`src/design/stable_counting_sort_assert.svh`:
```
// ----------------------------------------------------------------------------
// stable_counting_sort assertion macros
// Immediate-implication and next-cycle-implication checks on one clock with
// an active-low reset.
// ----------------------------------------------------------------------------
`ifndef STABLE_COUNTING_SORT_ASSERT_SVH
`define STABLE_COUNTING_SORT_ASSERT_SVH

// check that cons holds in the same cycle as ante
`define SCS_ASSERT_IMP(lbl, clk, rst_n, ante, cons) \
    lbl: assert property (@(posedge clk) disable iff (!rst_n) (ante) |-> (cons)) \
        else $error("stable_counting_sort: same-cycle check failed");

// check that cons holds in the cycle after ante
`define SCS_ASSERT_NXT(lbl, clk, rst_n, ante, cons) \
    lbl: assert property (@(posedge clk) disable iff (!rst_n) (ante) |=> (cons)) \
        else $error("stable_counting_sort: next-cycle check failed");

`endif

```
`src/design/scs_pkg.sv`:
```
// ----------------------------------------------------------------------------
// scs_pkg
// Shared types and constants of the stable counting sorter.
// ----------------------------------------------------------------------------
`default_nettype none

package scs_pkg;

    localparam int MAX_ITEMS_DEF = 64;
    localparam int KEY_RANGE_DEF = 256;
    localparam int KEY_W         = 8;
    localparam int PAYLOAD_W     = 16;
    localparam int ITEM_W        = KEY_W + PAYLOAD_W;

    typedef struct packed {
        logic [KEY_W-1:0]     key;
        logic [PAYLOAD_W-1:0] payload;
        logic                 last;
    } t_in_item;

    typedef struct packed {
        logic [PAYLOAD_W-1:0] payload_out;
        logic [KEY_W-1:0]     key_out;
        logic                 last_out;
    } t_out_item;

    typedef enum logic [2:0] {
        PH_LOAD,
        PH_CLEAR,
        PH_COUNT,
        PH_PREFIX,
        PH_SCATTER,
        PH_EMIT
    } t_phase;

    typedef struct packed {
        t_phase phase;
    } t_dp_cmd;

    typedef struct packed {
        logic done;
    } t_dp_stat;

endpackage

`default_nettype wire

```
`src/design/scs_ctrl.sv`:
```
// ----------------------------------------------------------------------------
// scs_ctrl
// Phase sequencer: load, clear histogram, count, prefix sum, scatter, emit.
// ----------------------------------------------------------------------------
`default_nettype none

module scs_ctrl (
    input  wire              i_clk,
    input  wire              i_rst_n,
    input  scs_pkg::t_dp_stat i_stat,
    output scs_pkg::t_dp_cmd  o_cmd
);
    import scs_pkg::*;

    t_phase r_state;
    t_phase n_state;

    always_ff @(posedge i_clk) begin
        if (!i_rst_n) begin
            r_state <= PH_LOAD;
        end else begin
            r_state <= n_state;
        end
    end

    always_comb begin
        n_state = r_state;
        unique case (r_state)
            PH_LOAD:    if (i_stat.done) n_state = PH_CLEAR;
            PH_CLEAR:   if (i_stat.done) n_state = PH_COUNT;
            PH_COUNT:   if (i_stat.done) n_state = PH_PREFIX;
            PH_PREFIX:  if (i_stat.done) n_state = PH_SCATTER;
            PH_SCATTER: if (i_stat.done) n_state = PH_EMIT;
            PH_EMIT:    if (i_stat.done) n_state = PH_LOAD;
            default:    n_state = PH_LOAD;
        endcase
    end

    always_comb begin
        o_cmd.phase = r_state;
    end

endmodule

`default_nettype wire

```
`src/design/scs_datapath.sv`:
```
// ----------------------------------------------------------------------------
// scs_datapath
// Item store, key histogram, sorted store, sweep counter and output register.
// ----------------------------------------------------------------------------
`default_nettype none

`include "stable_counting_sort_assert.svh"

module scs_datapath #(
    parameter int MAX_ITEMS = scs_pkg::MAX_ITEMS_DEF,
    parameter int KEY_RANGE = scs_pkg::KEY_RANGE_DEF
) (
    input  wire                        i_clk,
    input  wire                        i_rst_n,
    input  scs_pkg::t_dp_cmd           i_cmd,
    output scs_pkg::t_dp_stat          o_stat,
    input  wire                        i_cfg_valid,
    input  wire [scs_pkg::KEY_W-1:0]   i_cfg_data,
    input  wire                        i_valid,
    output logic                       o_stall,
    input  scs_pkg::t_in_item          i_item,
    output logic                       o_valid,
    input  wire                        i_stall,
    output scs_pkg::t_out_item         o_item
);
    import scs_pkg::*;

    localparam int AW   = $clog2(MAX_ITEMS);
    localparam int KW   = $clog2(KEY_RANGE);
    localparam int CW   = $clog2(MAX_ITEMS + 1);
    localparam int SPAN = (KEY_RANGE > MAX_ITEMS) ? KEY_RANGE : MAX_ITEMS;
    localparam int SW   = $clog2(SPAN + 1);
    localparam logic [KEY_W-1:0] KEY_CAP =
        (KEY_RANGE - 1 > (2 ** KEY_W) - 1) ? {KEY_W{1'b1}} : KEY_W'(KEY_RANGE - 1);

    // memories
    logic [ITEM_W-1:0] mem_item   [MAX_ITEMS];
    logic [ITEM_W-1:0] mem_sorted [MAX_ITEMS];
    logic [CW-1:0]     mem_hist   [KEY_RANGE];

    logic [KEY_W-1:0]  r_max_key;
    logic [CW-1:0]     r_count;
    logic [SW-1:0]     r_idx;
    logic [CW-1:0]     r_sum;

    logic              r_b_vld;
    logic [KW-1:0]     r_b_addr;
    logic              r_c_vld;
    logic [ITEM_W-1:0] r_c_item;
    logic              r_fw_vld;
    logic [KW-1:0]     r_fw_key;
    logic [CW-1:0]     r_fw_val;

    logic [ITEM_W-1:0] r_item_q;
    logic [CW-1:0]     r_hist_q;
    logic [ITEM_W-1:0] r_sorted_q;
    logic              r_q_vld;
    logic              r_q_last;
    logic              r_o_vld;
    t_out_item         r_o_item;

    logic              ph_load, ph_clear, ph_count, ph_prefix, ph_scatter, ph_emit;
    logic              accept, close, done;
    logic [KEY_W-1:0]  eff_max, key_sat;
    logic [SW-1:0]     n_ext;
    logic              item_issue, hist_issue, emit_issue, q_take;
    logic              c_active;
    logic [KW-1:0]     b_key, c_key;
    logic [CW-1:0]     c_pos;
    logic              hist_we;
    logic [KW-1:0]     hist_wa, hist_ra;
    logic [CW-1:0]     hist_wd;
    logic              hist_re;

    always_comb begin
        ph_load    = (i_cmd.phase == PH_LOAD);
        ph_clear   = (i_cmd.phase == PH_CLEAR);
        ph_count   = (i_cmd.phase == PH_COUNT);
        ph_prefix  = (i_cmd.phase == PH_PREFIX);
        ph_scatter = (i_cmd.phase == PH_SCATTER);
        ph_emit    = (i_cmd.phase == PH_EMIT);
    end

    // load side
    assign o_stall = !ph_load;
    assign accept  = i_valid && ph_load;
    assign eff_max = (r_max_key > KEY_CAP) ? KEY_CAP : r_max_key;
    assign key_sat = (i_item.key > eff_max) ? eff_max : i_item.key;
    assign close   = accept && (i_item.last || (r_count == CW'(MAX_ITEMS - 1)));
    assign n_ext   = SW'(r_count);

    // count / scatter pipeline: item read, histogram read, histogram update
    assign item_issue = (ph_count || ph_scatter) && (r_idx < n_ext);
    assign b_key      = KW'(r_item_q[ITEM_W-1 -: KEY_W]);
    assign c_key      = KW'(r_c_item[ITEM_W-1 -: KEY_W]);
    assign c_active   = r_c_vld && (ph_count || ph_scatter);
    // the previous update lands at the same edge as this bin was read: forward it
    assign c_pos      = (r_fw_vld && (r_fw_key == c_key)) ? r_fw_val : r_hist_q;

    assign hist_issue = ph_prefix && (r_idx < SW'(KEY_RANGE));

    // emit side
    assign q_take     = r_q_vld && (!r_o_vld || !i_stall);
    assign emit_issue = ph_emit && (r_idx < n_ext) && (!r_q_vld || q_take);

    always_comb begin
        done = 1'b0;
        unique case (i_cmd.phase)
            PH_LOAD:    done = close;
            PH_CLEAR:   done = (r_idx == SW'(KEY_RANGE - 1));
            PH_COUNT,
            PH_SCATTER: done = (r_idx == n_ext) && !r_b_vld && !r_c_vld;
            PH_PREFIX:  done = (r_idx == SW'(KEY_RANGE)) && !r_b_vld;
            PH_EMIT:    done = (r_idx == n_ext) && !r_q_vld;
            default:    done = 1'b0;
        endcase
    end

    always_comb begin
        o_stat.done = done;
    end

    // histogram port selection
    always_comb begin
        hist_we = 1'b0;
        hist_wa = r_idx[KW-1:0];
        hist_wd = '0;
        hist_re = 1'b0;
        hist_ra = r_idx[KW-1:0];
        if (ph_clear) begin
            hist_we = 1'b1;
        end else if (ph_prefix) begin
            hist_re = hist_issue;
            hist_we = r_b_vld;
            hist_wa = r_b_addr;
            hist_wd = r_sum;
        end else begin
            hist_re = r_b_vld && (ph_count || ph_scatter);
            hist_ra = b_key;
            hist_we = c_active;
            hist_wa = c_key;
            hist_wd = CW'(c_pos + 1'b1);
        end
    end

    always_ff @(posedge i_clk) begin
        if (accept) begin
            mem_item[r_count[AW-1:0]] <= {key_sat, i_item.payload};
        end
        if (item_issue) begin
            r_item_q <= mem_item[r_idx[AW-1:0]];
        end
    end

    always_ff @(posedge i_clk) begin
        if (hist_we) begin
            mem_hist[hist_wa] <= hist_wd;
        end
        if (hist_re) begin
            r_hist_q <= mem_hist[hist_ra];
        end
    end

    always_ff @(posedge i_clk) begin
        if (c_active && ph_scatter) begin
            mem_sorted[c_pos[AW-1:0]] <= r_c_item;
        end
        if (emit_issue) begin
            r_sorted_q <= mem_sorted[r_idx[AW-1:0]];
        end
    end

    always_ff @(posedge i_clk) begin
        r_c_item <= r_item_q;
        r_fw_key <= c_key;
        r_fw_val <= CW'(c_pos + 1'b1);
        r_b_addr <= r_idx[KW-1:0];
        if (q_take) begin
            r_o_item <= '{payload_out: r_sorted_q[PAYLOAD_W-1:0],
                          key_out:     r_sorted_q[ITEM_W-1 -: KEY_W],
                          last_out:    r_q_last};
        end
        if (emit_issue) begin
            r_q_last <= (SW'(r_idx + 1'b1) == n_ext);
        end
    end

    always_ff @(posedge i_clk) begin
        if (!i_rst_n) begin
            r_max_key <= {KEY_W{1'b1}};
            r_count   <= '0;
            r_idx     <= '0;
            r_sum     <= '0;
            r_b_vld   <= 1'b0;
            r_c_vld   <= 1'b0;
            r_fw_vld  <= 1'b0;
            r_q_vld   <= 1'b0;
            r_o_vld   <= 1'b0;
        end else begin
            if (i_cfg_valid) begin
                r_max_key <= i_cfg_data;
            end

            if (accept) begin
                r_count <= CW'(r_count + 1'b1);
            end else if (ph_emit && done) begin
                r_count <= '0;
            end

            if (done) begin
                r_idx <= '0;
            end else if (ph_clear || item_issue || hist_issue || emit_issue) begin
                r_idx <= SW'(r_idx + 1'b1);
            end

            // running exclusive sum of the bins
            if (!ph_prefix) begin
                r_sum <= '0;
            end else if (r_b_vld) begin
                r_sum <= CW'(r_sum + r_hist_q);
            end

            r_b_vld  <= item_issue || hist_issue;
            r_c_vld  <= r_b_vld && (ph_count || ph_scatter);
            r_fw_vld <= c_active;

            if (emit_issue) begin
                r_q_vld <= 1'b1;
            end else if (q_take) begin
                r_q_vld <= 1'b0;
            end

            if (q_take) begin
                r_o_vld <= 1'b1;
            end else if (!i_stall) begin
                r_o_vld <= 1'b0;
            end
        end
    end

    assign o_valid = r_o_vld;
    assign o_item  = r_o_item;

    `SCS_ASSERT_IMP(a_count_bound, i_clk, i_rst_n, ph_load, r_count < CW'(MAX_ITEMS))
    `SCS_ASSERT_IMP(a_sum_matches, i_clk, i_rst_n, ph_prefix && done, r_sum == r_count)
    `SCS_ASSERT_IMP(a_scatter_pos, i_clk, i_rst_n, c_active && ph_scatter, c_pos < r_count)
    `SCS_ASSERT_NXT(a_emit_drains, i_clk, i_rst_n, ph_emit && done, r_count == '0)

endmodule

`default_nettype wire

```
`src/design/stable_counting_sort.sv`:
```
// Flow: items load at one per cycle while the block is in its load phase;
// after the closing item the batch passes through the histogram clear, the
// count pass, the prefix sweep and the scatter pass before results are offered.
// Throughput: one result per cycle while emitting and the output is not
// stalled; no new batch is loaded until the emit phase of the last is done.
// Reset: synchronous, clears control state and sets max_key to 255.
// ----------------------------------------------------------------------------
// stable_counting_sort
// Batch sorter: stable counting sort of keyed words with a last mark.
// ----------------------------------------------------------------------------
`default_nettype none

module stable_counting_sort #(
    parameter int MAX_ITEMS = scs_pkg::MAX_ITEMS_DEF,
    parameter int KEY_RANGE = scs_pkg::KEY_RANGE_DEF
) (
    input  wire                      i_clk,
    input  wire                      i_rst_n,
    input  wire                      i_cfg_valid,
    output logic                     o_cfg_ready,
    input  wire [scs_pkg::KEY_W-1:0] i_cfg_data,
    input  wire                      i_valid,
    output logic                     o_stall,
    input  scs_pkg::t_in_item        i_item,
    output logic                     o_valid,
    input  wire                      i_stall,
    output scs_pkg::t_out_item       o_item
);
    import scs_pkg::*;

    t_dp_cmd  cmd;
    t_dp_stat stat;
    logic     cfg_we;

    // register writes are always taken
    assign o_cfg_ready = 1'b1;
    assign cfg_we      = i_cfg_valid && o_cfg_ready;

    scs_ctrl u_ctrl (
        .i_clk   (i_clk),
        .i_rst_n (i_rst_n),
        .i_stat  (stat),
        .o_cmd   (cmd)
    );

    scs_datapath #(
        .MAX_ITEMS (MAX_ITEMS),
        .KEY_RANGE (KEY_RANGE)
    ) u_datapath (
        .i_clk       (i_clk),
        .i_rst_n     (i_rst_n),
        .i_cmd       (cmd),
        .o_stat      (stat),
        .i_cfg_valid (cfg_we),
        .i_cfg_data  (i_cfg_data),
        .i_valid     (i_valid),
        .o_stall     (o_stall),
        .i_item      (i_item),
        .o_valid     (o_valid),
        .i_stall     (i_stall),
        .o_item      (o_item)
    );

endmodule

`default_nettype wire
```
`config.mk`:
```
export PLATFORM = sky130hd
export DESIGN_NAME = stable_counting_sort
export DESIGN_NICKNAME = d
export VERILOG_FILES = /design/src/design/scs_pkg.sv /design/src/design/scs_ctrl.sv /design/src/design/scs_datapath.sv /design/src/design/stable_counting_sort.sv
export VERILOG_INCLUDE_DIRS = /design/src /design/src/design
export SDC_FILE = /design/constraint.sdc
export NUM_CORES = 2
export LEC_CHECK = 0
export BUFFER_PORTS_ARGS = -buffer_cell sky130_fd_sc_hd__buf_2
export CAP_MARGIN = 25
export CELL_PAD_IN_SITES_DETAIL_PLACEMENT = 0
export CELL_PAD_IN_SITES_GLOBAL_PLACEMENT = 1
export CORE_MARGIN = 2
export CORE_UTILIZATION = 31
export CTS_BUF_LIST = sky130_fd_sc_hd__clkbuf_4
export DETAILED_ROUTE_END_ITERATION = 16
export GPL_TIMING_DRIVEN = 1
export MAX_ROUTING_LAYER = met4
export PLACE_DENSITY = 0.58
export SLEW_MARGIN = 5
export SYNTH_ARGS = -nofsm -noshare
export SYNTH_HDL_FRONTEND = slang
export SYNTH_MEMORY_MAX_BITS = 65536
export SYNTH_SLANG_ARGS = --single-unit
```
`constraint.sdc`:
```
create_clock -name i_clk -period 44.4 [get_ports i_clk]
set_input_delay 4.44 -clock i_clk [delete_from_list [all_inputs] [get_ports i_clk]]
set_output_delay 4.44 -clock i_clk [all_outputs]
set_load 0.01 [all_outputs]
```
[Word-level counts from Yosys, hierarchy flattened]
Memories as Yosys holds them, arrays and structs flattened. A register that Yosys moved wholly into a read port is not among the register bits.
Cells that the tools add are included.
Widths: inputs -> output; s select.
Storage, ports and cells
  output and inout port bits: 28
  word-level logic and storage cells: 118
  memories kept: 3
  flip-flop bits (word level): 112
  RAM bits: 4864
Memories
  u_datapath.mem_hist: depth 256, bits a word 7, read ports 1, clocked after Yosys merged registers in 1, wr ports 1, line scs_datapath.sv:39  | logic [CW-1:0] mem_hist [KEY_RANGE];
  u_datapath.mem_item: depth 64, bits a word 24, read ports 1, clocked after Yosys merged registers in 1, wr ports 1, line scs_datapath.sv:37  | logic [ITEM_W-1:0] mem_item [MAX_ITEMS];
  u_datapath.mem_sorted: depth 64, bits a word 24, read ports 1, clocked after Yosys merged registers in 1, wr ports 1, line scs_datapath.sv:38  | logic [ITEM_W-1:0] mem_sorted [MAX_ITEMS];
Operators by class
  add/sub/neg operators: 4
  bitwise gates (word level): 1
  reductions and logical operators: 37
  equal/unequal tests: 18
  muxes and demuxes: 33
  order comparisons: 4
Operators with widths (number)
  $mux 8: 6
  $mux 7: 5
  $eq 9x7->1: 2
  $mux 3: 6
  $pmux 3 s6: 1
  $logic_and 1x1->1: 16
  $add 7x1->7 const B: 2
  $mux 1: 14
  $ne 2x2->1 const B: 6
  $add 9x1->9 const B: 1
  $eq 9x8->1 const B: 1
  $eq 9x9->1 const B: 1
  $lt 9x7->1: 1
  $lt 9x9->1 const B: 1
  $eq 8x8->1: 1
  $gt 8x8->1: 1
  $gt 8x8->1 const B: 1
  $logic_or 1x1->1: 8
  $add 7x7->7: 1
  $eq 7x6->1 const B: 1
  $eq 3x2->1 const B: 2
  $eq 3x3->1 const B: 2
  $logic_not 1->1: 6
  $reduce_and 6->1: 1
  8 further kinds: 10

[Depth between registers and ports, before layout]
  depth after elaboration: 7
  mapped depth: 16

[By module]
From an unflattened synthesis, not the netlist that was laid out.
Second synthesis, totals
  cells, all modules: 9217
  area total of the unflattened synthesis: 183951.4 um^2
Modules (own cells, without submodules)
  scs_datapath: sequential area each 142396.6 um^2, cells each 9203, times used 1, area an instance 183811.3 um^2
  scs_ctrl: sequential area each 60.1 um^2, cells each 12, times used 1, area an instance 128.9 um^2
  stable_counting_sort: sequential area each 0.0 um^2, cells each 2, times used 1, area an instance 11.3 um^2

[Least setup slack after synthesis]
Ideal clock, no wire load.
  path kind: register to register
  start: register u_datapath.r_c_item[23]
  end: memory u_datapath.mem_hist[0][0] (netlist bit), data pin
  required time: 42.213 ns
  arrival time: 12.308 ns
  cell stages (with the launch flop): 6
  library setup time: 2.187 ns
  setup slack: 29.904 ns
  path through: dfxtp_1 xnor2_1 nand3_1 nor3_2 mux2_2 o21ai_0
On the way
  cells in the longest elaborated chain, start to end: 6
Ends and longest elaborated chain
  start, declared: line scs_datapath.sv:49  | logic [ITEM_W-1:0] r_c_item;
  start signal, assigned: line scs_datapath.sv:174  | r_c_item <= r_item_q;
  $eq 8x8->1: line scs_datapath.sv:98  | assign c_pos = (r_fw_vld && (r_fw_key == c_key)) ? r_fw_val : r_hist_q;
  $logic_and 1x1->1: line scs_datapath.sv:98
  $mux 7: line scs_datapath.sv:98
  $add 7x1->7: line scs_datapath.sv:142  | hist_wd = CW'(c_pos + 1'b1);
  $mux 7: line scs_datapath.sv:132  | end else if (ph_prefix) begin
  $mux 7: line scs_datapath.sv:130  | if (ph_clear) begin
  net u_datapath.hist_wd[0]: line scs_datapath.sv:72  | logic [CW-1:0] hist_wd;
  end, declared: line scs_datapath.sv:39
The timed path passes the listed nets, and every way through them passes these cells.

[Final worst setup path]
  start: register u_ctrl.r_state[0], in the netlist u_ctrl.o_cmd[0]
  end: output o_stall
On the way
  cells in the longest elaborated chain, start to end: 2
Ends and longest elaborated chain
  start, declared: line scs_ctrl.sv:15  | t_phase r_state;
  start signal, assigned: line scs_ctrl.sv:22  | r_state <= n_state;
  $logic_not 3->1: line scs_datapath.sv:76  | ph_load = (i_cmd.phase == PH_LOAD);
  $logic_not 1->1: line scs_datapath.sv:85  | assign o_stall = !ph_load;
  end, declared: line stable_counting_sort.sv:23  | output logic o_stall,
No other way between the ends.

==> results.json <==
{
  "worst_slack_ns": 36.29,
  "synth_top_area_cell": "edfxtp_1",
  "route.detailed.drc": 0,
  "cp-startpoint": "u_ctrl.o_cmd[0]",
  "fmax_ghz": 0.123,
  "synth_common_cells": "edfxtp_1 (4688), mux4_2 (1004), nand2_1 (753)",
  "ys_types": 68,
  "fin_crit_ns": 8.11,
  "ys_ff_latch": 4772,
  "total_power_mw": 9.39,
  "cp-endpoint": "o_stall",
  "postCtsResizedCells": 0,
  "clock_sinks": 4772,
  "track_usage": 0.175,
  "gr-total-overflow": 0,
  "post_cts_buffers": 0,
  "r2r_end": "u_datapath.r_sorted_q[4]",
  "cts_max_level": 7,
  "routedWlPerCell_um": 27.3,
  "placed_area_um2": 195000,
  "stdcell_area_um2": 211000,
  "clock_latency_ns": 1.80,
  "status": "complete, no violations",
  "die_h_um": 774,
  "core_um2": 590000,
  "ys.flop_type": "edfxtp_1",
  "seq_area_frac_synth": 0.775,
  "final-hold-violation-count": 0,
  "setup_violations": 0,
  "synth_top_area_share": 0.765,
  "cts_hold_buf": 0,
  "synth_warnings": 0,
  "start_kind": "register",
  "rsz0062_at_grt": "no",
  "synth_area_leaders": "edfxtp_1 (77%), mux4_2 (12%), mux2i_1 (2.0%), nand2_1 (1.5%), nor2_1 (1.1%)",
  "r2r_cells": 9,
  "whs_path_depth": 0,
  "dp_cells": 16785,
  "vias": 97188,
  "cts_root_buf": "clkbuf_4",
  "rows": 282,
  "slew_headroom": 0.223,
  "cts_tree": "done",
  "path_class": "reg2out",
  "port_buffers": 64,
  "wl_um": 518000,
  "grt_pass1_wl_um": 729000,
  "hold_path.class": "reg2reg",
  "place_congestion": 0.807,
  "syn_area_per_cell_um2": 20.1,
  "cap_viol_max_count": 0,
  "crit_fanout": 21,
  "instances_no_fill": 18984,
  "fin_worst_skew_ns": 0.186,
  "arrival_ns": 3.67,
  "drive_gt1_frac": 0.320,
  "syn-cell-area_um2": 184000,
  "drt_iter0_drc": 10710,
  "regToRegSetupSlack_ns": 37.86,
  "cts_buffer_depth": 5,
  "drv_slew": 0,
  "numCtsBuffers": 1321,
  "antenna_found_initial": 38,
  "worstReg2RegStart": "u_datapath.r_idx[1]",
  "p_leak_nw": 65.1,
  "required_ns": 39.96,
  "die-width_um": 774,
  "start_util": 0.312,
  "utilization": 0.357,
  "setup_tns_ns": 0,
  "clk_pin_slew_ns": 0.06,
  "crit_path_end_kind": "output port",
  "grt_max_degree": 209,
  "worst_pin_slew_ns": 1.16,
  "synth.net_count": 9209,
  "antenna_left": 0,
  "avgViaCountPerCell": 5.12,
  "synth-edff-count": 4688,
  "vdd_drop_max_mv": 0.0283,
  "place_ws_ns": 36.97,
  "synthArstFlopShare": 0,
  "grt_pass1_vias": 99597,
  "drt_first_pass_iters": 8,
  "whs_ns": 0.314,
  "yosysMostFrequentCell": "edfxtp_1",
  "syn_inst": 9145,
  "fin_crit_sh": 0.183,
  "syn_to_final_growth_pct": 14.6,
  "die_area_um2": 599000,
  "dp_hpwl_um": 294000,
  "power_density_nw_per_um2": 44.6,
  "io_pins": 66,
  "nets": 10367
}
[final cells by class]
class                      count  area, um^2
antenna                       46         115
clock buffer                1883       14100
clock inverter               265        1370
fill                       54850      380000
inverter                      31         116
multi-input combinational   3829       39700
sequential                  4772      143000
tap                         7810        9770
timing repair buffer         348        2960
[sequential cells by signal (all words and copies together), names as in the netlist]
signal and cells:
u_datapath.o_valid 1, u_datapath.r_q_last 1, u_ctrl.o_cmd 3, u_datapath.r_fw_val 6, u_datapath.r_q_vld 1, u_datapath.mem_item 1536
u_datapath.r_sorted_q 24, u_datapath.r_idx 9, u_datapath.r_b_vld 1, u_datapath.r_sum 6, u_datapath.r_max_key 8, u_datapath.o_item 25
u_datapath.r_count 7, u_datapath.r_b_addr 8, u_datapath.mem_sorted 1536, u_datapath.r_fw_vld 1, u_datapath.r_fw_key 8, u_datapath.r_c_item 24
u_datapath.r_c_vld 1, u_datapath.mem_hist 1536, u_datapath.r_item_q 24, u_datapath.r_hist_q 6
[worst min path at each step]
| stage | from | endpoint | slack (ns) |
|---|---|---|---|
| after floorplan | u_datapath.r_item_q[0] | u_datapath.r_c_item[0] | 0.32 |
| after global placement | u_datapath.r_item_q[5] | u_datapath.r_c_item[5] | 0.33 |
| after detailed placement | u_datapath.r_item_q[2] | u_datapath.r_c_item[2] | 0.33 |
| after CTS | u_datapath.r_item_q[6] | u_datapath.r_c_item[6] | 0.31 |
| after global routing | u_datapath.r_item_q[3] | u_datapath.r_c_item[3] | 0.33 |
| final | u_datapath.r_item_q[3] | u_datapath.r_c_item[3] | 0.31 |
[logic make-up after synthesis]
kind of cell    Yosys count  share of synthesized area
buf+inv                 544                     0.0141
fa+ha+maj                26                    0.00181
other cells               1                  0.0000204
mux                    1423                      0.146
xor+xnor                 29                    0.00138
flops                  4772                      0.775
compound gates          675                     0.0238
simple gates           1675                     0.0382
[critical path, cell delays in order (launching register included)]
cell     delay, ns
dfxtp_1       0.52
nor3_1        0.66
inv_1         0.54
buf_2         0.29
[cell usage in the layout, fill, tap and decap left out, types with 17 or more instances in the layout]
cell | netlist | final
mux2_2 | 46 | 45
nor4_1 | 28 | 28
nand4_1 | 72 | 72
mux2i_1 | 372 | 370
nand2_1 | 753 | 740
a21oi_1 | 161 | 161
o221ai_1 | 42 | 42
a31oi_1 | 83 | 79
nor2_4 | 0 | 55
clkinv_2 | 0 | 38
o21ai_0 | 103 | 100
ha_1 | 25 | 25
mux4_2 | 1004 | 1004
buf_2 | 194 | 55
clkinv_1 | 0 | 194
dfxtp_1 | 84 | 54
a22oi_1 | 38 | 38
inv_2 | 0 | 19
a32oi_1 | 55 | 55
buf_4 | 47 | 261
dfxtp_2 | 0 | 24
nor3_1 | 25 | 24
xnor2_1 | 25 | 25
inv_1 | 31 | 31
diode_2 | 0 | 46
edfxtp_1 | 4688 | 4688
nor2_1 | 519 | 387
buf_12 | 2 | 17
clkbuf_4 | 0 | 1883
o22ai_1 | 100 | 100
nand3_1 | 223 | 223
nor2_2 | 0 | 77
[power by group]
group          total, mW  internal [mW]  switching (mW)  leakage [nW]
Combinational      0.652          0.235           0.417          12.9
Clock               3.76           2.00            1.76          9.37
Sequential          4.97           4.97         0.00772          42.9
Total               9.39           7.20            2.19          65.1
[routing by layer]
layer  vias up  global-route usage  part of all wire
met5         -                   -                 0
met4         0              0.0574             0.024
met3       870              0.0358             0.069
met2      4079               0.273              0.49
met1     51653               0.229              0.42
li1      40586                   -                 -
No activity file was read; power rests on OpenSTA's default activity.
